<file path="config.mk">
export PLATFORM = sky130hd
export DESIGN_NAME = trial_division_primality_core
export DESIGN_NICKNAME = d
export VERILOG_FILES = /design/src/rtl/core/tdp_pkg.sv /design/src/rtl/core/tdp_serial_div.sv /design/src/rtl/core/trial_division_primality_core.sv
export SDC_FILE = /design/constraint.sdc
export NUM_CORES = 1
export LEC_CHECK = 0
export ABC_AREA = 1
export BUFFER_PORTS_ARGS = -buffer_cell sky130_fd_sc_hd__buf_2
export CAP_MARGIN = 25
export CORE_ASPECT_RATIO = 0.75
export CORE_MARGIN = 2
export CORE_UTILIZATION = 66
export CTS_CLUSTER_DIAMETER = 200
export DETAILED_ROUTE_END_ITERATION = 10
export PLACE_DENSITY = 0.86
export RECOVER_POWER = 25
export SLEW_MARGIN = 20
export SYNTH_ARGS = -nofsm -noshare
export SYNTH_HDL_FRONTEND = slang
export SYNTH_SLANG_ARGS = --single-unit
</file>
<file path="constraint.sdc">
create_clock -name clk_i -period 10.6 [get_ports clk_i]
set_input_delay 1.06 -clock clk_i [delete_from_list [all_inputs] [get_ports clk_i]]
set_output_delay 1.06 -clock clk_i [all_outputs]
set_load 0.01 [all_outputs]
</file>
<file path="src/rtl/core/tdp_pkg.sv">
package tdp_pkg;

  typedef enum logic [1:0] {
    VERDICT_NOT_PRIME = 2'd0,
    VERDICT_PRIME     = 2'd1,
    VERDICT_NO_TEST   = 2'd2
  } verdict_e;

  typedef enum logic [1:0] {
    ST_IDLE,
    ST_DIV,
    ST_DONE
  } tdp_state_e;

  // results for n below four are settled without a trial
  localparam int unsigned SmallLimit = 4;

endpackage

</file>
<file path="src/rtl/core/tdp_serial_div.sv">
module tdp_serial_div #(
  parameter int W = 31
) (
  input  logic         clk_i,
  input  logic         rst_ni,
  input  logic         start_i,
  input  logic [W-1:0] dividend_i,
  input  logic [W-1:0] divisor_i,
  output logic         done_o,
  output logic [W-1:0] quo_o,
  output logic [W-1:0] rem_o
);

  localparam int CntW = $clog2(W + 1);

  logic [W-1:0]    rem_q, rem_d;
  logic [W-1:0]    quo_q, quo_d;
  logic [CntW-1:0] cnt_q, cnt_d;
  logic            busy_q, busy_d;
  logic            done_q, done_d;

  logic [W:0]   rem_sh;
  logic [W+1:0] diff;
  logic         fits;

  // one quotient bit per cycle, restoring form
  assign rem_sh = {rem_q, quo_q[W-1]};
  assign diff   = {1'b0, rem_sh} - {2'b00, divisor_i};
  assign fits   = !diff[W+1];

  always_comb begin
    rem_d  = rem_q;
    quo_d  = quo_q;
    cnt_d  = cnt_q;
    busy_d = busy_q;
    done_d = 1'b0;
    if (start_i) begin
      rem_d  = '0;
      quo_d  = dividend_i;
      cnt_d  = CntW'(W);
      busy_d = 1'b1;
    end else if (busy_q) begin
      rem_d = fits ? diff[W-1:0] : rem_sh[W-1:0];
      quo_d = {quo_q[W-2:0], fits};
      cnt_d = cnt_q - 1'b1;
      if (cnt_q == CntW'(1)) begin
        busy_d = 1'b0;
        done_d = 1'b1;
      end
    end
  end

  always_ff @(posedge clk_i or negedge rst_ni) begin
    if (!rst_ni) begin
      busy_q <= 1'b0;
      done_q <= 1'b0;
      cnt_q  <= '0;
    end else begin
      busy_q <= busy_d;
      done_q <= done_d;
      cnt_q  <= cnt_d;
    end
  end

  always_ff @(posedge clk_i) begin
    rem_q <= rem_d;
    quo_q <= quo_d;
  end

  assign done_o = done_q;
  assign quo_o  = quo_q;
  assign rem_o  = rem_q;

`ifndef SYNTH
  a_done_idle: assert property (@(posedge clk_i) disable iff (!rst_ni)
    done_q |-> !busy_q)
    else $error("divider done while still busy");
  a_cnt_live: assert property (@(posedge clk_i) disable iff (!rst_ni)
    busy_q |-> cnt_q != '0)
    else $error("divider busy with empty bit count");
  a_rem_range: assert property (@(posedge clk_i) disable iff (!rst_ni)
    done_q |-> rem_q < divisor_i)
    else $error("remainder not below divisor");
`endif

endmodule

</file>
<file path="src/rtl/core/trial_division_primality_core.sv">
// channel  dir  handshake             payload
// s_axis   in   tvalid/tready         tdata: number
// m_axis   out  tvalid/tready         tdata: verdict, divisor_count, smallest_factor
//
// each trial divisor d = 2, 3, ... is run through the bit-serial divider;
// trials run while d <= n / d, about floor(sqrt(n)) of them.
// an item with n below four is settled without a trial; one item is worked at a time.
// the output register lets a new item enter while a result waits on m_axis.
// reset clears the control state only; no clearing pass is needed.
module trial_division_primality_core #(
  parameter int NUMBER_BITS = 31,
  localparam int InW  = ((NUMBER_BITS + 7) / 8) * 8,
  localparam int OutW = ((2 * NUMBER_BITS + 2 + 7) / 8) * 8
) (
  input  logic            clk_i,
  input  logic            rst_ni,
  input  logic            s_axis_tvalid_i,
  output logic            s_axis_tready_o,
  input  logic [InW-1:0]  s_axis_tdata_i,   // number
  output logic            m_axis_tvalid_o,
  input  logic            m_axis_tready_i,
  output logic [OutW-1:0] m_axis_tdata_o    // verdict, divisor_count, smallest_factor
);

  import tdp_pkg::*;

  localparam int N = NUMBER_BITS;

  tdp_state_e state_q, state_d;

  logic [N-1:0] n_q, n_d;
  logic [N-1:0] d_q, d_d;
  logic [N-1:0] cnt_q, cnt_d;
  logic [N-1:0] small_q, small_d;
  verdict_e     verd_q, verd_d;

  logic         out_valid_q, out_valid_d;
  verdict_e     out_verd_q;
  logic [N-1:0] out_cnt_q, out_small_q;
  logic         out_load;

  logic         div_start, div_done;
  logic [N-1:0] div_quo, div_rem;
  logic [N-1:0] n_in;

  assign n_in = s_axis_tdata_i[N-1:0];

  // the first trial starts in the accept cycle, so the divider takes the next value
  tdp_serial_div #(
    .W(N)
  ) u_div (
    .clk_i     (clk_i),
    .rst_ni    (rst_ni),
    .start_i   (div_start),
    .dividend_i(n_d),
    .divisor_i (d_q),
    .done_o    (div_done),
    .quo_o     (div_quo),
    .rem_o     (div_rem)
  );

  always_comb begin
    state_d   = state_q;
    n_d       = n_q;
    d_d       = d_q;
    cnt_d     = cnt_q;
    small_d   = small_q;
    verd_d    = verd_q;
    div_start = 1'b0;
    out_load  = 1'b0;
    s_axis_tready_o = 1'b0;
    unique case (state_q)
      ST_IDLE: begin
        s_axis_tready_o = 1'b1;
        if (s_axis_tvalid_i) begin
          n_d     = n_in;
          small_d = '0;
          if (n_in == '0) begin
            verd_d  = VERDICT_NO_TEST;
            cnt_d   = '0;
            state_d = ST_DONE;
          end else if (n_in == N'(1)) begin
            verd_d  = VERDICT_NOT_PRIME;
            cnt_d   = N'(1);
            state_d = ST_DONE;
          end else if (n_in < N'(SmallLimit)) begin
            verd_d  = VERDICT_PRIME;
            cnt_d   = N'(2);
            state_d = ST_DONE;
          end else begin
            d_d       = N'(2);
            cnt_d     = N'(2);
            div_start = 1'b1;
            state_d   = ST_DIV;
          end
        end
      end
      ST_DIV: begin
        if (div_done) begin
          if (d_q > div_quo) begin
            verd_d  = (cnt_q > N'(2)) ? VERDICT_NOT_PRIME : VERDICT_PRIME;
            state_d = ST_DONE;
          end else begin
            if (div_rem == '0) begin
              if (small_q == '0) begin
                small_d = d_q;
              end
              // a square root divisor counts once
              cnt_d = cnt_q + ((d_q == div_quo) ? N'(1) : N'(2));
            end
            d_d       = d_q + N'(1);
            div_start = 1'b1;
          end
        end
      end
      ST_DONE: begin
        if (!out_valid_q || m_axis_tready_i) begin
          out_load = 1'b1;
          state_d  = ST_IDLE;
        end
      end
      default: state_d = ST_IDLE;
    endcase
  end

  always_comb begin
    out_valid_d = out_valid_q;
    if (out_load) begin
      out_valid_d = 1'b1;
    end else if (m_axis_tready_i) begin
      out_valid_d = 1'b0;
    end
  end

  always_ff @(posedge clk_i or negedge rst_ni) begin
    if (!rst_ni) begin
      state_q     <= ST_IDLE;
      out_valid_q <= 1'b0;
    end else begin
      state_q     <= state_d;
      out_valid_q <= out_valid_d;
    end
  end

  always_ff @(posedge clk_i) begin
    n_q     <= n_d;
    d_q     <= d_d;
    cnt_q   <= cnt_d;
    small_q <= small_d;
    verd_q  <= verd_d;
    if (out_load) begin
      out_verd_q  <= verd_q;
      out_cnt_q   <= cnt_q;
      out_small_q <= small_q;
    end
  end

  assign m_axis_tvalid_o = out_valid_q;
  assign m_axis_tdata_o  = OutW'({out_small_q, out_cnt_q, out_verd_q});

`ifndef SYNTH
  a_prime_fields: assert property (@(posedge clk_i) disable iff (!rst_ni)
    (out_valid_q && out_verd_q == VERDICT_PRIME) |->
      (out_small_q == '0 && out_cnt_q == N'(2)))
    else $error("prime result with divisor fields set");
  a_no_test_fields: assert property (@(posedge clk_i) disable iff (!rst_ni)
    (out_valid_q && out_verd_q == VERDICT_NO_TEST) |->
      (out_small_q == '0 && out_cnt_q == '0))
    else $error("no-test result with divisor fields set");
  a_trial_range: assert property (@(posedge clk_i) disable iff (!rst_ni)
    (state_q == ST_DIV) |-> (n_q >= N'(SmallLimit) && d_q >= N'(2)))
    else $error("trial division on a small value or divisor");
`endif

endmodule
</file>
## Word level (Yosys, flattened, before mapping)

Index checks and enable logic that the tools add are counted.

| word-level totals | value |
|---|---|
| input port bits | 36 |
| output and inout bits | 66 |
| register bits after elaboration | 262 |

| operators by class | value |
|---|---|
| muxes and demuxes | 62 |
| order comparisons | 3 |
| add/sub/neg operators | 4 |
| equality and inequality tests | 16 |
| reductions and logical operators | 15 |

Operators with widths:

| kind | count |
|---|---|
| 31-bit 2-to-1 mux | 20 |
| 31-bit case mux with 2 select lines | 3 |
| 31-bit logical NOT | 3 |
| 32-bit by 31-bit subtractor with 33-bit output | 1 |
| 2-bit 2-to-1 mux | 16 |
| 31-bit by 1-bit adder with 31-bit output, second input constant | 1 |
| 31-bit by 2-bit adder with 31-bit output | 1 |
| 31-bit by 1-bit == test with 1-bit output, second input constant | 1 |
| 31-bit == test | 1 |
| 31-bit by 2-bit > comparator with 1-bit output, second input constant | 1 |
| 31-bit > comparator | 1 |
| 31-bit by 3-bit less-than comparator with 1-bit output, second input constant | 1 |
| 1-bit 2-to-1 mux | 18 |
| 2-bit != test, second input constant | 9 |
| 5-bit 2-to-1 mux | 2 |
| 5-bit AND reduction | 2 |
| 7-bit AND reduction | 1 |
| 2-bit case mux with 3 select lines | 1 |
| 6-bit AND reduction | 1 |
| 2-bit nonzero test | 3 |
| 5-bit by 1-bit == test with 1-bit output, second input constant | 1 |
| 5-bit by 1-bit subtractor with 5-bit output, second input constant | 1 |
| 4-bit != test, second input constant | 1 |
| 2-bit case mux with 2 select lines | 1 |
| 8 further kinds | 9 |

## Longest topological paths before layout

Gate-level depths: netlist (run 1).

| logic depth | value |
|---|---|
| depth in word-level cells | 7 |
| gate-level depth with buffers | 19 |

## Hierarchy

From an unflattened synthesis (run 1), not the netlist that was laid out.

| unflattened totals | value |
|---|---|
| cell total of the unflattened synthesis | 1948 |
| area total of the unflattened synthesis | 15169.5 um2 |

By module, submodules not included:

| module | seq. area each (um2) | cells each | instances | area an instance (um2) |
|---|---|---|---|---|
| trial_division_primality_core | 5470.2 | 1004 | 1 | 9449.1 |
| tdp_serial_div | 1726.7 | 944 | 1 | 5720.5 |

## Least setup slack after synthesis (run 1)

OpenSTA, ideal clock, no wires.

| path | value |
|---|---|
| path type | input to register |
| start | in m_axis_tready_i |
| end | reg out_cnt_q[0] (enable) |
| buffers on the path | 0 |
| arrival | 3.778 ns |
| setup slack | 6.335 ns |
| library setup time | 0.487 ns |
| data required time | 10.113 ns |
| cell stages on the path | 2 |
| cells stage by stage | nor2_1 nor2_1 |

| between the ends | value |
|---|---|
| cells in the longest elaborated chain, start to end | 3 |

Ends and longest elaborated chain:

| element | line | text |
|---|---|---|
| from (decl) | trial_division_primality_core.sv:21 | `input logic m_axis_tready_i,` |
| 1-bit logical OR | trial_division_primality_core.sv:117 | `if (!out_valid_q \|\| m_axis_tready_i) begin` |
| 1-bit 2-to-1 mux | trial_division_primality_core.sv:117 |  |
| 1-bit 2-to-1 mux | trial_division_primality_core.sv:72 | `unique case (state_q)` |
| named net out_load | trial_division_primality_core.sv:40 | `logic out_load;` |
| to (signal assigned) | trial_division_primality_core.sv:153 | `out_cnt_q <= cnt_q;` |
| to (decl) | trial_division_primality_core.sv:39 | `logic [N-1:0] out_cnt_q, out_small_q;` |

The timed path passes the listed nets, and every way through them passes these cells.
A chain may end at the register's enable or synchronous reset.

## Final worst setup path (run 1)

| path | value |
|---|---|
| start | reg state_q[0] |
| end | reg cnt_q[18] (enable) |

| between the ends | value |
|---|---|
| cells in the longest elaborated chain, start to end | 3 |
| elaborated cells on any way between the ends | 8 |

Ends and longest elaborated chain:

| element | line | text |
|---|---|---|
| from (decl) | trial_division_primality_core.sv:29 | `tdp_state_e state_q, state_d;` |
| from (signal assigned) | trial_division_primality_core.sv:140 | `state_q <= state_d;` |
| 2-bit by 1-bit == test with 1-bit output or 2-bit logical NOT (tied branches) | trial_division_primality_core.sv:72 |  |
| 2-bit != test (no line) (tied with other cells) | -- |  |
| 5-bit AND reduction (no line) * | -- |  |
| to (signal assigned) | trial_division_primality_core.sv:148 | `cnt_q <= cnt_d;` |
| to (decl) | trial_division_primality_core.sv:33 | `logic [N-1:0] cnt_q, cnt_d;` |

Every way passes the cells marked *; elsewhere a longest branch is shown, timed or not.

==> results of run 1 <==
## metal layers
metal	routed length, um	track usage (%)	vias up
met5	0	0	-
met4	767	7.02	0
met3	4270	5.80	74
met1	16500	49.2	5737
li1	-	-	6142
met2	16400	48.9	703
## path summary, 6_finish.rpt
check / from / end / slack [ns] / cells after the start
max in group asynchronous: rst_ni / state_q[1] / 9.75 / 1
hold / removal: verd_q[0] / out_verd_q[0] / 0.42 / 0
setup reg to reg: state_q[0] / cnt_q[18] / 4.89 / 8
hold reg to reg: verd_q[0] / out_verd_q[0] / 0.42 / 0
setup / recovery: state_q[0] / cnt_q[18] / 4.89 / 8
min in group asynchronous: rst_ni / u_div.cnt_q[0] / 0.48 / 1
## cells by family (layout without fill, tap and decap cells)
group | Yosys count | count (layout)
simple gates | 937 | 937
xor+xnor | 19 | 19
flops | 262 | 262
fa+ha+maj | 69 | 69
buf+inv | 336 | 455
compound gates | 193 | 193
## cells in the mapped netlist (all sizes together) (2+ instances only)
cell type	number
nand3b	2
o31ai	2
o211ai	4
nor3b	9
a21o	3
nand4	44
fa	2
dfxtp	62
inv	294
a211oi	2
o21ai	86
a31oi	2
nor2	165
nor4	27
nand3	93
xor2	5
xnor2	14
buf	16
edfxtp	190
nand2	525
nor3	50
clkbuf	25
ha	67
a21oi	90
or2	21
dfrtp	10
## where the power goes
group          leakage (uW)  total [uW]  switching, uW  internal [uW]
clock network      0.000441         977            393            584
registers           0.00240        1570            167           1400
logic               0.00466        1950           1260            686
total               0.00750        4490           1820           2670
## stage by stage
step / hold slack, ns / power (uW) / utilization [%] / std cells
after global routing: 0.424 / 4810 / 74.5 / 2229
after floorplan: 0.400 / 2990 / - / 1816
final: 0.420 / 4490 / 74.5 / 2229
after detailed placement: 0.405 / 3460 / 70.3 / 2180
after global placement: 0.401 / 3380 / 70.3 / 2180
after CTS: 0.366 / 4440 / 74.5 / 2228
## sequential cells by signal, indices dropped and copies added (netlist names), 5 cells and up
name         count
u_div.quo_o     31
d_q             31
u_div.rem_o     31
n_q             31
out_cnt_q       31
cnt_q           31
out_small_q     31
u_div.cnt_q      5
small_q         31
## worst max-delay path, cell delays in order, from the launching register on
cell,delay (ns)
dfrtp_1,0.39
inv_1,0.09
nor2_2,0.03
clkbuf_1,0.64
clkinv_1,0.19
clkbuf_1,2.49
o21ai_0,0.76
nor2_2,0.29
buf_4,0.41
## area by class of cell
| class | count | area (sq um) |
|---|---|---|
| timing repair buffer | 112 | 591 |
| multi-input combinational | 1218 | 6120 |
| inverter | 295 | 1110 |
| sequential | 262 | 7200 |
| tap | 294 | 368 |
| fill | 1646 | 5580 |
| clock inverter | 11 | 138 |
| clock buffer | 37 | 776 |
==> metrics.md, run 1 <==
| Metric | Value |
|---|---|
| Status | finished, violations left |
| Failing checks | capacitance limit, slew limit |
| Detailed placer's ending HPWL | 27600 um |
| Netlist cell types | 47 |
| Final Hold Violating Endpoints | 0 |
| CTS sink count | 262 |
| Syn Std Cell Area | 14600 sq um |
| Clock Skew | 0.0161 ns |
| Post-Syn Instances | 1816 |
| First-pass GRT wire length | 59700 um |
| Synth Area in Adders | 6.01% |
| Worst-path clk slew | 0.06 ns |
| Post-Place Worst Slack | 6.36 ns |
| Synth area leaders | edfxtp_1, nand2_1, dfxtp_1 |
| Most frequent cells in the layout | nand2_1, inv_1, edfxtp_1 |
| Clock Tree Buf Depth | 3 |
| Die ar. | 23400 sq um |
| Tmin final | 5.71 ns |
| Peak VDD IR | 0.164 mV |
| CP startpoint kind | register |
| CTS buffer count | 26 |
| CTS root buffer | clkbuf_16 |
| Slew Limit Fails | 166 |
| Synth Area in XOR/XNOR | 1.14% |
| 1st-iter DRT viols | 1616 |
| Post-synth EDFFs | 190 |
| Synthesis-to-finish area growth | 11.5% |
| CP endpoint kind | register |
| Yosys warns | 0 |
| P_leak | 0.00750 uW |
| Nets | 2020 |
| Largest family of logic cells by synthesized area | simple AND/OR/NAND/NOR gates |
| Power Dens Cells | 276 nW/um^2 |
| CP Max Fanout | 71 |
| Initial antenna violation count | 0 |
| Via count | 12.7k |
| Final setup TNS | 0 ns |
| Hold WC Path Type | register to register |
| Drt wl/cell | 17.0 um |
| Core Rows | 47 |
| Post-Syn Area per Cell | 8.05 sq um |
| Number of hold buffers added after cts | 0 |
| Final wirelength | 37900 um |
| Final worst slack | 4.89 ns |
| Share of cells above drive strength 1 | 10.0% |
| Via density per instance | 5.68 |
| Worst skew pair latency | 0.53 ns |
| Yosys top cell by area | edfxtp_1 |
| TritonRoute pass-1 iters | 5 |
| Final cycle utilization of the critical path | 53.9% |
| RSZ-0062 raised after global routing | no |
| Placed inst area | 15400 sq um |
| Synth Area in Compound Gates | 7.01% |
| Post-synthesis async set-or-reset flop share | 3.82% |
| # diodes | 0 |
| Remaining Overflow, GRT | 0 |
| Slew HR | -135% |
| Vias in the first global route | 11.4k |
| Setup CP Type | register to register |
| Post-synth top area share | 39.0% |
| PostCTS Resize Cnt | 0 |
| Critical Path RT | 10.77 ns |
| Syn nets | 1921 |
| Core footprint | 21900 sq um |
| Synth Area in Simple Gates | 27.6% |
| TritonCTS clock tree | yes |
| Antenna Nets Post-Route | 0 |
| Commonest non-fill, non-tap cell in the layout | nand2_1 |
| FF+latch count, synth | 262 |
| PortBufs | 100 |
| Setup violators final | 0 |
| Post-CTS setup buffer count | 0 |
| Total Routing Usage GR | 32.4% |
| Largest net degree at the start of global routing | 72 |
| # IOs | 102 |
| Die height | 133 um |
| Max Cap Violations | 3 |
| H-tree Lvls | 1 |
| Initial Util | 66.8% |
| Worst EP arrival | 5.88 ns |
| GP Congestion | 1.02 |
| Fmax | 0.175 GHz |
| Worst Max-Slew Pin Slew | 3.53 ns |
| Die Wd | 176 um |
| Dominant synthesized flop cell | edfxtp_1 |
| Final Instance Area | 16300 sq um |
| Register area share after synthesis | 49.2% |
| DRC Markers | 0 |
| Post-synthesis mux area share | 0% |
(Power assumes the default switching activity.)
==> run 2: changes to the inputs <==
--- a/config.mk
+++ b/config.mk
@@ -5,15 +5,15 @@
 export SDC_FILE = /design/constraint.sdc
 export NUM_CORES = 1
 export LEC_CHECK = 0
-export ABC_AREA = 1
+export ABC_AREA = 0
 export BUFFER_PORTS_ARGS = -buffer_cell sky130_fd_sc_hd__buf_2
 export CAP_MARGIN = 25
 export CORE_ASPECT_RATIO = 0.75
 export CORE_MARGIN = 2
-export CORE_UTILIZATION = 66
+export CORE_UTILIZATION = 61
 export CTS_CLUSTER_DIAMETER = 200
 export DETAILED_ROUTE_END_ITERATION = 10
-export PLACE_DENSITY = 0.86
+export PLACE_DENSITY = 0.81
 export RECOVER_POWER = 25
 export SLEW_MARGIN = 20
 export SYNTH_ARGS = -nofsm -noshare
==> constraint.sdc (replaced) <==
create_clock -name clk_i -period 5.3 [get_ports clk_i]
set_input_delay 0.53 -clock clk_i [delete_from_list [all_inputs] [get_ports clk_i]]
set_output_delay 0.53 -clock clk_i [all_outputs]
set_load 0.01 [all_outputs]
==> run 2 against run 1 <==
Effect of this change:
- the run now ends clean
- die area decreased by 0.81%
- global-route usage decreased by 5.7 points
- sequential cell count unchanged
- clock power increased by 77%
- clock skew increased by 0.0032 ns
==> metrics.md, run 2 <==
| Metric | Value |
|---|---|
| Status | completed |
| Worst skew pair latency | 0.54 ns |
| Most frequent cells after synthesis | edfxtp_1, nand2_1, nor2_1 |
| Multi-input gate area | 5740 sq um |
| Syn nets | 1374 |
| R2R depth | 14 |
| Worst EP arrival | 4.58 ns |
| Syn Std Cell Area | 13400 sq um |
| Number of hold buffers added after cts | 1 |
| Post-synth top area share | 42.6% |
| Synthesis-to-finish area growth | 11.2% |
| Detailed placer's ending HPWL | 22600 um |
| Worst Max-Slew Pin Slew | 0.967 ns |
| CTS sink count | 262 |
| Yosys top cell by area | edfxtp_1 |
| PortBufs | 100 |
| Setup CP Type | register to register |
| Clock Tree Buf Depth | 3 |
| Initial Util | 62.7% |
| Hold endpoint | n_q[2] |
| Final setup TNS | 0 ns |
| Top sig layer | met4 |
| Post-CTS setup buffer count | 0 |
| Wl on met1 | 14500 um |
| # IOs | 102 |
| Core footprint | 21400 sq um |
| CP endpoint kind | register |
| Post-synth EDFFs | 190 |
| Critical Path RT | 5.55 ns |
| Final Hold Violating Endpoints | 0 |
| Remaining Overflow, GRT | 0 |
| Slew Limit Fails | 0 |
| Combinational Power Share | 39.1% |
| Synth area leaders | edfxtp_1, dfxtp_1, ha_1 |
| Drt wl/cell | 18.7 um |
| CP Depth | 14 |
| Setup violators final | 0 |
| Post-Place Worst Slack | 1.07 ns |
| CP startpoint kind | register |
| Nets | 1468 |
| Sw Ratio | 36.4% |
| Sequential Power Share | 39.0% |
| Hold WC Path Type | primary input to register |
| Worst r2r src | d_q[27] |
| Initial antenna violation count | 0 |
| Internal power | 5040 uW |
| P_leak | 0.00586 uW |
| Commonest non-fill, non-tap cell in the layout | edfxtp_1 |
| Most frequent cells in the layout | edfxtp_1, nand2_1, nor2_1 |
| Slew HR | 33.9% |
| Dominant synthesized flop cell | edfxtp_1 |
| CTS root buffer | clkbuf_16 |
| Clk pwr share | 21.9% |
| Post-synthesis async set-or-reset flop share | 3.82% |
| Core Rows | 46 |
| Worst-path clk slew | 0.06 ns |
| Largest stage delay, worst path | 0.58 ns |
| Yosys warns | 0 |
| Post-Syn Instances | 1269 |
| Hold_sp | s_axis_tdata_i[2] |
| Share of cells above drive strength 1 | 10.3% |
| Largest net degree at the start of global routing | 61 |
| RSZ-0062 raised after global routing | no |
| Routed met3 length | 2720 um |
| Via count | 10.0k |
| Die height | 132 um |
| First-pass GRT wire length | 49500 um |
| Crit-path cells | ha_1 -> nand2_1 -> nor4_1 -> nand4_1 -> inv_1 -> ha_1 -> fa_1 -> nand4_1 -> nor2_1 -> nand2_1 -> nor3_1 -> nand3_1 -> xor2_1 -> nor2_1 |
| Die ar. | 23200 sq um |
| Power Dens Cells | 531 nW/um^2 |
| Crit Reg-Reg Endpoint | cnt_q[28] |
| GP Congestion | 0.942 |
| Reg2Reg Setup Slack | 0.98 ns |
| Delay-heaviest family, CP | simple AND/OR/NAND/NOR gates |
| Vias in the first global route | 9222 |
| DRC Markers | 0 |
| H-tree Lvls | 1 |
| Final wirelength | 31200 um |
| Slowest CP cell | nor4_1 |
| Worst hold path depth | 3 |
| Post-Syn Area per Cell | 10.6 sq um |
| TritonCTS clock tree | yes |
| Antenna Nets Post-Route | 0 |
| Fillers | 1553 |
| Fmax | 0.231 GHz |
| Register area share after synthesis | 53.7% |
| Tmin final | 4.32 ns |
| TritonRoute pass-1 iters | 5 |
| Total Routing Usage GR | 26.7% |
| PostCTS Resize Cnt | 0 |
| Via density per instance | 6.01 |
| Final worst slack | 0.977 ns |
| CP Max Fanout | 5 |
| # diodes | 0 |
| CTS buffer count | 25 |
| Met2 Routed Length | 13500 um |
| Die Wd | 175 um |
| Register area | 7200 sq um |
| Switch Pwr | 2880 uW |
| FF+latch count, synth | 262 |
| Max Cap Violations | 0 |
| Netlist cell types | 68 |
| Peak VDD IR | 0.313 mV |
| Final cycle utilization of the critical path | 81.6% |
| Most frequent cell after synthesis | edfxtp_1 |
| Buf/Inv on CP | 1 |
| 1st-iter DRT viols | 1189 |
| Clock Skew | 0.0194 ns |
## run 2: how the worst max path moves through the flow
stage | start | to | slack [ns]
final | d_q[27] | cnt_q[28] | 0.98
after CTS | d_q[27] | cnt_q[30] | 1.05
after detailed placement | d_q[27] | cnt_q[30] | 1.07
after global placement | d_q[27] | cnt_q[28] | 1.17
after global routing | d_q[25] | cnt_q[28] | 0.59
after floorplan | d_q[27] | small_q[0] | 0.34
## run 2: cell families after synthesis
group	Yosys count	share of synthesized area, %
muxes	53	4.29
DFF	262	53.7
buffers and inverters	123	3.78
xor gates and xnor gates	81	5.30
adders and majority gates	69	6.56
and+or+nand+nor	506	17.6
AOI/OAI and AO/OA	175	8.81
## run 2: worst reg2reg max path: stages, from the launching register on
cell and delay, ns:
edfxtp_1 0.48, ha_1 0.35, nand2_1 0.09, nor4_1 0.58, nand4_1 0.42, inv_1 0.18
ha_1 0.20, fa_1 0.27, nand4_1 0.22, nor2_1 0.34, nand2_1 0.18, nor3_1 0.37
nand3_1 0.16, xor2_1 0.15, nor2_1 0.05
## run 2: final cells by class
type | count | area share, %
clock inverter | 14 | 0.814
sequential | 262 | 48.3
tap | 288 | 2.42
clock buffer | 32 | 4.51
timing repair buffer | 112 | 3.50
inverter | 78 | 1.96
multi-input combinational | 884 | 38.5
## run 2: power by group through the flow
stage               registers (uW)  clock network, uW  logic [uW]
floorplan                     3010                  0        2450
global placement              3090                  0        2920
detailed placement            3110                  0        3020
CTS                           3070               1750        3060
global route                  3130               1840        3440
finish                        3090               1730        3100
## run 2: routing by layer
metal	vias to the layer above	GRT usage, %
met5	-	0
met4	0	5.42
met3	46	3.92
met2	461	39.6
met1	4774	41.9
li1	4757	-
## run 2: metrics by stage
step | area, sq um | total power (uW) | cells | hold WS, ns | utilization [%]
floorplan | 13400 | 5460 | 1269 | 0.234 | -
global placement | 14200 | 6010 | 1623 | 0.406 | 66.4
detailed placement | 14200 | 6130 | 1623 | 0.413 | 66.4
CTS | 15000 | 7880 | 1670 | 0.195 | 70.1
global route | 14900 | 8400 | 1670 | 0.234 | 69.8
finish | 14900 | 7920 | 1670 | 0.217 | 69.8
